`src/rtl/core/pmt_pkg.sv`:
```
package pmt_pkg;

  localparam int unsigned ProcSlots  = 16;
  localparam int unsigned QueueDepth = 16;
  localparam int unsigned SlotW      = $clog2(ProcSlots);
  localparam int unsigned PtrW       = $clog2(QueueDepth);
  localparam int unsigned QAddrW     = SlotW + PtrW;
  localparam int unsigned QWordW     = 40;
  localparam int unsigned FifoDepth  = 2;

  localparam logic [15:0] PidLimit = 16'hFFFF;

  typedef enum logic [2:0] {
    CMD_SPAWN = 3'd0,
    CMD_SEND  = 3'd1,
    CMD_RECV  = 3'd2,
    CMD_QUERY = 3'd3,
    CMD_SETC  = 3'd4
  } cmd_e;

  typedef enum logic [1:0] {
    ST_OK    = 2'd0,
    ST_NONE  = 2'd1,
    ST_FULL  = 2'd2,
    ST_EMPTY = 2'd3
  } status_e;

  typedef struct packed {
    logic [2:0]  cmd;
    logic [7:0]  caller_task;
    logic [7:0]  new_task;
    logic [15:0] target_pid;
    logic [31:0] cap_mask;
    logic [31:0] payload;
  } item_t;

  typedef struct packed {
    logic [1:0]  status;
    logic [15:0] pid_out;
    logic [15:0] parent_out;
    logic [7:0]  sender_task;
    logic [31:0] payload_out;
    logic [3:0]  backlog;
    logic [31:0] caps_out;
  } result_t;

endpackage

```
`src/rtl/core/pmt_fifo.sv`:
```
module pmt_fifo (
  input  logic           clk_i,
  input  logic           rst_ni,
  input  logic           in_valid_i,
  output logic           in_ready_o,
  input  pmt_pkg::item_t in_data_i,
  output logic           out_valid_o,
  input  logic           out_ready_i,
  output pmt_pkg::item_t out_data_o
);
  import pmt_pkg::*;

  item_t      buf_q [FifoDepth];
  logic       wp_q, rp_q;
  logic [1:0] cnt_q;
  logic       push, pop;

  assign in_ready_o  = (cnt_q != 2'(FifoDepth));
  assign out_valid_o = (cnt_q != 2'd0);
  assign out_data_o  = buf_q[rp_q];
  assign push = in_valid_i & in_ready_o;
  assign pop  = out_valid_o & out_ready_i;

  always_ff @(posedge clk_i) begin
    if (push) buf_q[wp_q] <= in_data_i;
  end

  always_ff @(posedge clk_i or negedge rst_ni) begin
    if (!rst_ni) begin
      wp_q  <= 1'b0;
      rp_q  <= 1'b0;
      cnt_q <= 2'd0;
    end else begin
      if (push) wp_q <= ~wp_q;
      if (pop) rp_q <= ~rp_q;
      cnt_q <= cnt_q + 2'(push) - 2'(pop);
    end
  end

`ifndef SYNTHESIS
  a_cnt_range: assert property (@(posedge clk_i) disable iff (!rst_ni)
    cnt_q <= 2'(FifoDepth)) else $error("fifo count overflow");
  a_full_blocks: assert property (@(posedge clk_i) disable iff (!rst_ni)
    (cnt_q == 2'(FifoDepth)) |-> !push) else $error("push into full fifo");
  a_empty_pop: assert property (@(posedge clk_i) disable iff (!rst_ni)
    (cnt_q == 2'd0) |-> !pop) else $error("pop from empty fifo");
`endif
endmodule

```
`config.mk`:
```
export PLATFORM = sky130hd
export DESIGN_NAME = pmt_fifo
export DESIGN_NICKNAME = d
export VERILOG_FILES = /design/src/rtl/core/pmt_pkg.sv /design/src/rtl/core/pmt_fifo.sv
export SDC_FILE = /design/constraint.sdc
export NUM_CORES = 1
export LEC_CHECK = 0
export BUFFER_PORTS_ARGS = -buffer_cell sky130_fd_sc_hd__buf_2
export CORE_MARGIN = 3
export CORE_UTILIZATION = 30
export CTS_CLUSTER_DIAMETER = 150
export DETAILED_ROUTE_END_ITERATION = 10
export SYNTH_ARGS = -nofsm -noshare
export SYNTH_HDL_FRONTEND = slang
export SYNTH_SLANG_ARGS = --single-unit
```
`constraint.sdc`:
```
create_clock -name clk_i -period 6.36 [get_ports clk_i]
set_clock_uncertainty 0.05 [all_clocks]
set_input_delay 0.318 -clock clk_i [delete_from_list [all_inputs] [get_ports clk_i]]
set_output_delay 0.318 -clock clk_i [all_outputs]
set_load 0.005 [all_outputs]
```
Yosys cells after proc, flatten, opt, wreduce, memory -nomap -nowiden

Memory sizes are Yosys's and may differ from the RTL's.
Cells that the tools add are included.

Input bits: 103
RAM bits: 198
Memories kept: 1
Logic and storage cells: 14
Flip-flop bits (word level): 4

Bitwise gates (word level): 4
Add/subtract/negate cells: 2
Equality and inequality tests: 1
Reduce and logical (&&, ||, !) cells: 1
Multiplexer cells: 2

Memory list:

| name  | depth | bits a word | read ports | clocked after memory_dff | wr ports | RTL line       | RTL |
|---|---|---|---|---|---|---|---|
| buf_q | 2     | 99          | 1          | 0                        | 1        | pmt_fifo.sv:13 | `item_t buf_q [FifoDepth];` |

Operators by type and width:

| operator           | count |
|---|---|
| $add 2x1->2        | 1 |
| $and 1x1->1        | 2 |
| $mux 1             | 2 |
| $ne 2x2->1 const B | 1 |
| $not 1->1          | 2 |
| $reduce_bool 2->1  | 1 |
| $sub 2x1->2        | 1 |

Depth between registers and ports, before layout

Gate-level depths: netlist of the first run.

Depth after elaboration: 4
Mapped depth: 7
Depth with buffers taken out: 7

Worst setup path before layout of the first run

No wires, ideal clock.

Kind: flip-flop to flip-flop
From: reg cnt_q[1]
To: mem buf_q[0][0] (netlist bit), enable pin
Slack: 1.018 ns
Stages on the path, launching flop included: 4
Required time: 5.752 ns
Path buffers: 0
Arrival: 4.735 ns
Period minus slack after synthesis: 5.342 ns
Cells stage by stage: dfrtp_1 -> nand2b_1 -> nand2_1 -> nor2_1

Cells in the longest elaborated chain, start to end: 4

Ends and longest elaborated chain:

| element                      | RTL line       | RTL |
|---|---|---|
| start: declaration           | pmt_fifo.sv:15 | `logic [1:0] cnt_q;` |
| start signal: assignment     | pmt_fifo.sv:36 | `cnt_q <= cnt_q + 2'(push) - 2'(pop);` |
| $ne 2x2->1                   | pmt_fifo.sv:18 | `assign in_ready_o = (cnt_q != 2'(FifoDepth));` |
| via in_ready_o               | pmt_fifo.sv:5  | `output logic in_ready_o,` |
| $and 1x1->1                  | pmt_fifo.sv:21 | `assign push = in_valid_i & in_ready_o;` |
| $mux 1                       | pmt_fifo.sv:25 | `if (push) buf_q[wp_q] <= in_data_i;` |
| $mux 1 (implied by the code) | pmt_fifo.sv:25 |  |
| end: declaration             | pmt_fifo.sv:13 |  |

The timed path passes the listed nets, and every way through them passes these cells.

==> metrics, run 1 <==
result of the run=finished, final reports clean; reg-to-reg setup timing slack=3980 ps; critical path data arrival time=~2300 ps; Synth Area per Inst=24.1 um^2; kind of critical path=reg -> out; clk sinks=202; PortBufs=203; power dissipated by switching net loads=between 1 and 1.5 mW; clock slew at the register clock pins of the worst setup and hold paths=60 ps; Syn Std Cell Area=0.00784 mm^2; largest area contributor in the netlist=sky130_fd_sc_hd__edfxtp_1; # diodes=0; portion of synthesized cell area occupied by the leading cell type=75.8%; area overhead of the layout relative to synthesis=38.2%; count of fill cells added during filler insertion=2251; remaining max-slew budget at the tightest pin=39.7%; post-synthesis instance total=325; actual transition at the worst max-transition pin=905 ps; routed via count=a little over 4k; final critical path time including I/O delays and setup=roughly 2700 ps; fraction of power consumed by combinational cells=30.6%; die height=168 um; half-perimeter wire length of the detailed placement result=10.2 mm; routed vias/inst=4.15; sequential-to-total area share from yosys stat=77.1%; Worst setup SP type=register; post-route fraction of the period consumed by the critical path=a little over two fifths; count of final max-slew check failures=0; htree depth=1; synthesized flop and latch total=202; Num CTS Buffers=23; maximum clock insertion buffer count=3; width of the chip=168 um; number of cells after detailed placement=852; leakage power=4.34 nW; CP max FO=47; maximum number of pins on one net before global-route repair=53; Int Power=around 3.4 mW; launch point of the critical path=rp_q$_DFFE_PN0P_; number of global-route vias before repair=4541; layout net count=about 750; final antenna-violating net count=0; post-synthesis cell type count=15; final setup TNS=0 ps; overall fraction of global-route tracks in use=between 10% and 20%; aggregate routed wire length=15.7 mm; Warnings, synthesis=0; most common cell after layout, fill and taps aside=sky130_fd_sc_hd__buf_2; standard cell core area=0.0255 mm^2; Synth Net Count=430; maximum capacitance violations=0; Worst R2R Path Depth=3; quantity of hold-fixing buffers added after cts=100; wire length per cell=15.8 um; utilization of the core after routing=42.5%; fin cells=991; Hold Path Class=in -> async; Synth area leaders=sky130_fd_sc_hd__edfxtp_1 (76%), sky130_fd_sc_hd__mux2_4 (19%), sky130_fd_sc_hd__buf_12 (2.6%); Final setup violation count=0; layout cells sized above 1=approximately 52%; number of iterations in the first detailed-routing pass=4; Reg2Reg Launch Point=cnt_q[0]$_DFF_PN0_; clock root buffer=sky130_fd_sc_hd__clkbuf_16; sequential power share=about two fifths; violation count after the first detailed-route iteration=131; initial cell density of the core=between 30% and 40%; portion of total power attributed to the clock network=27.5%; Hold Vio Cnt, Final=0; # DRC=0; number of gates resized after CTS=0; die outline area=0.0281 mm^2; row count=58; clock tree from TritonCTS=yes; number of antenna violations at the first check in global routing=0; last weighted congestion value of the routability-driven placer=approximately 0.7; clock latency reported for the late side of the worst-skew pair=490 ps; data required time of the critical path=5990 ps; highest achievable clock rate=373 MHz; GRT overflow=0; power density of the placed cells=422 mW/mm^2; Post-CTS Setup Repair Bufs=0; setup repair after global routing missed its margin=no; kind of capture point of the worst setup path=output pin; leading cell types in the layout, fill and taps excluded=sky130_fd_sc_hd__buf_2 (203), sky130_fd_sc_hd__edfxtp_1 (198), sky130_fd_sc_hd__dlygate4sd3_1 (100); Net Sw Frac=between 20% and 30%; # IOs=204; worst vdd ir=around 0.28 mV; global-route wire length before repair=23.8 mm
-- cells by family after synthesis --
kind of cell               share of synthesized area (%)
DFF                                                 77.1
muxes                                               19.0
buffers and inverters                               2.74
and+or+nand+nor                                    0.447
xor gates and xnor gates                           0.447
adders and majority gates                          0.319
-- critical path, stage by stage, from the launching register on --
cell and delay, ps:
sky130_fd_sc_hd__dfrtp_4 540, sky130_fd_sc_hd__buf_4 690, sky130_fd_sc_hd__mux2_4 370, sky130_fd_sc_hd__buf_2 130
-- cell type report --
| class | count | area, um^2 | share of cell area (%) |
|---|---|---|---|
| Clock buffer | 29 | 598 | 5.52 |
| Multi-Input combinational cell | 111 | 1590 | 14.7 |
| Sequential cell | 202 | 6050 | 55.8 |
| Inverter | 1 | 3.75 | 0.0346 |
| Tap cell | 330 | 413 | 3.81 |
| Clock inverter | 10 | 124 | 1.14 |
| Timing Repair Buffer | 308 | 2050 | 19.0 |
-- path summary, 6_finish.rpt --
check                                    endpoint
setup / recovery                   out_data_o[13]
hold / removal                   wp_q$_DFFE_PN0N_
setup reg to reg           buf_q[1][94]$_DFFE_PP_
hold reg to reg                cnt_q[0]$_DFF_PN0_
max in group asynchronous        rp_q$_DFFE_PN0P_
min in group clk_i               rp_q$_DFFE_PN0P_
-- synthesized netlist by cell type --
cell type,number
sky130_fd_sc_hd__xor2_1,1
sky130_fd_sc_hd__nor2_1,1
sky130_fd_sc_hd__buf_6,1
sky130_fd_sc_hd__edfxtp_1,198
sky130_fd_sc_hd__dfrtp_1,4
sky130_fd_sc_hd__nand2_1,1
sky130_fd_sc_hd__mux2_4,99
sky130_fd_sc_hd__ha_1,2
sky130_fd_sc_hd__xnor2_1,3
sky130_fd_sc_hd__inv_1,1
sky130_fd_sc_hd__or2_1,1
sky130_fd_sc_hd__and2_4,1
sky130_fd_sc_hd__buf_12,10
sky130_fd_sc_hd__nand2b_1,1
sky130_fd_sc_hd__and3_1,1
-- power by group through the flow --
stage               clock [mW]  sequential (mW)  combinational (mW)
floorplan                    0             1.94                1.01
global placement             0             1.93                1.36
detailed placement           0             1.95                1.38
CTS                       1.30             1.92                1.44
global route              1.35             1.94                1.50
finish                    1.26             1.92                1.40
-- sequential cells by signal, summed over array words and instances (netlist names) --
| register | flops |
|---|---|
| buf_q | 198 |
| cnt_q | 2 |
| rp_q | 1 |
| wp_q | 1 |
-- metal layers --
metal	global-route usage [%]	up-vias	share of wire, %
met5	0	-	0
met2	19.3	141	52
met1	12.1	2017	39
met4	2.77	0	2.4
li1	-	1932	-
met3	2.74	26	5.8
-- stage by stage --
stage / setup slack (ps) / hold slack [ps] / area (um^2) / total power [mW]
after CTS: 3630 / 72.5 / 10800 / 4.66
after detailed placement: 3950 / 82.0 / 9110 / 3.33
after global placement: 4020 / 74.8 / 9110 / 3.29
after floorplan: 1020 / -27.6 / 7840 / 2.96
after global routing: 3570 / 78.1 / 10800 / 4.80
final: 3680 / 103 / 10800 / 4.57
(Power assumes the default switching activity.)
==> run 2: changes to the inputs <==
clock period = 2.4 ns   (was 6.36 ns; I/O delays follow)
==> run 2 against run 1 <==
  * Non-clock buffer count grew 15
  * Via count grew 2.0%
  * Sequential share of layout area shrank 1.0 points
==> metrics, run 2 (synthesized netlist as in run 1, its figures left out) <==
die height=168 um (unchanged); leading cell types in the layout, fill and taps excluded=sky130_fd_sc_hd__buf_2 (203), sky130_fd_sc_hd__edfxtp_1 (198), sky130_fd_sc_hd__dlygate4sd3_1 (103) (was sky130_fd_sc_hd__buf_2 (203), sky130_fd_sc_hd__edfxtp_1 (198), sky130_fd_sc_hd__dlygate4sd3_1 (100)); worst vdd ir=0.930 mV (was 0.278 mV); number of global-route vias before repair=4750 (was 4541); overall fraction of global-route tracks in use=10.9% (was 10.5%); layout net count=767 (was 752); hold slack final=289 ps (was 103 ps); routed vias/inst=4.16 (was 4.15); kind of capture point of the worst setup path=output pin (unchanged); critical path data arrival time=2000 ps (was 2310 ps); reg-to-reg setup timing slack=570 ps (was 3980 ps); final antenna-violating net count=0 (unchanged); pre-CTS WS=628 ps (was 3950 ps); number of iterations in the first detailed-routing pass=4 (unchanged); power density of the placed cells=1120 mW/mm^2 (was 422 mW/mm^2); Hold Path Class=in -> reg (was in -> async); half-perimeter wire length of the detailed placement result=10.1 mm (was 10.2 mm); wire length per cell=15.7 um (was 15.8 um); initial cell density of the core=30.8% (unchanged); setup repair after global routing missed its margin=no (unchanged); maximum number of pins on one net before global-route repair=60 (was 53); layout cells sized above 1=52.9% (was 51.6%); number of antenna violations at the first check in global routing=1 (was 0); htree depth=1 (unchanged); clock tree from TritonCTS=yes (unchanged); worst-case setup margin in the final layout=229 ps (was 3680 ps); Final setup violation count=0 (unchanged); last weighted congestion value of the routability-driven placer=0.699 (was 0.707); post-route fraction of the period consumed by the critical path=between 90% and 100%; die outline area=0.0281 mm^2 (unchanged); result of the run=finished, final reports clean (unchanged); leakage power=4.43 nW (was 4.34 nW); highest achievable clock rate=461 MHz; violation count after the first detailed-route iteration=203 (was 131); most common cell after layout, fill and taps aside=sky130_fd_sc_hd__buf_2 (unchanged); routed via count=4197 (was 4116); area overhead of the layout relative to synthesis=40.7% (was 38.2%); Num CTS Buffers=23 (unchanged); width of the chip=168 um (unchanged); clk sinks=202 (unchanged); Regs by FF count=buf_q x198, cnt_q x2 (unchanged); CP max FO=26 (was 47); GRT overflow=0 (unchanged); final critical path time including I/O delays and setup=~2200 ps; standard cell core area=0.0255 mm^2 (unchanged); data required time of the critical path=2230 ps (was 5990 ps); clock latency reported for the late side of the worst-skew pair=500 ps (was 490 ps); clock slew at the register clock pins of the worst setup and hold paths=60 ps (about the same); Hold Vio Cnt, Final=0 (unchanged); count of final max-slew check failures=0 (unchanged); number of stages on the worst hold path=2; PortBufs=203 (unchanged); actual transition at the worst max-transition pin=578 ps (was 905 ps); top register by number of flip-flops=buf_q (unchanged); remaining max-slew budget at the tightest pin=61.4% (was 39.7%); # DRC=0 (unchanged); maximum clock insertion buffer count=3 (unchanged); maximum capacitance violations=0 (unchanged); clock root buffer=sky130_fd_sc_hd__clkbuf_16 (unchanged); max FFs per register=198 (unchanged); # IOs=204 (unchanged); global-route wire length before repair=24.7 mm (was 23.8 mm); aggregate routed wire length=15.8 mm (was 15.7 mm); Worst setup SP type=register (unchanged); Worst R2R Path Depth=7 (was 3); kind of critical path=reg -> out (unchanged); row count=58 (unchanged)
-- run 2: per-stage QoR --
stage	cells	instance area [um^2]	total power, mW	utilization, %	TNS (ps)
after floorplan	325	7850	7.77	-	-16100
after global placement	864	9270	8.93	36.4	0
after detailed placement	864	9270	9.03	36.4	0
after CTS	1007	11000	12.5	43.3	0
after global routing	1008	11000	13.0	43.3	0
final	1008	11000	12.3	43.3	0
-- run 2: worst paths after layout --
kind	from	to
min reg2reg	cnt_q[0]$_DFF_PN0_	cnt_q[0]$_DFF_PN0_
max reg2reg	cnt_q[1]$_DFF_PN0_	cnt_q[1]$_DFF_PN0_
max in group asynchronous	rst_ni	rp_q$_DFFE_PN0P_
max	rp_q$_DFFE_PN0P_	out_data_o[31]
min	in_data_i[95]	buf_q[0][95]$_DFFE_PP_
min in group asynchronous	rst_ni	rp_q$_DFFE_PN0P_
-- run 2: cell type report --
type,instances,area (um^2)
fillers,2230,14400
flip-flops and latches,202,6050
repair buffers,323,2240
multi-input cells,111,1600
clock buffers,33,663
well taps,330,413
clock inverters,7,68.8
inverters,1,3.75
diodes,1,2.50
-- run 2: where the power goes --
part	internal, mW	switching [mW]	leakage [nW]	total, mW
registers	4.83	0.324	1.88	5.15
clock network	2.02	1.29	0.358	3.31
logic	2.22	1.65	2.19	3.88
total	9.07	3.26	4.43	12.3
-- run 2: layer usage --
layer,vias to the layer above,share of wire (%),GRT usage [%]
met5,-,0,0
met3,39,6.1,2.90
met2,146,52,19.7
met1,2044,38,12.2
li1,1968,-,-
met4,0,3.9,4.06
-- run 2: repair_timing --
item,4_1_cts,5_1_grt
hold buffers,103,0
buffers inserted,0,0
endpoints found under the hold margin,204,0
resized for setup,0,0
-- run 2: critical path: stages, from the launching register on --
cell                      delay, ps
sky130_fd_sc_hd__dfrtp_4        770
sky130_fd_sc_hd__buf_4          260
sky130_fd_sc_hd__mux2_4         310
sky130_fd_sc_hd__buf_2          140
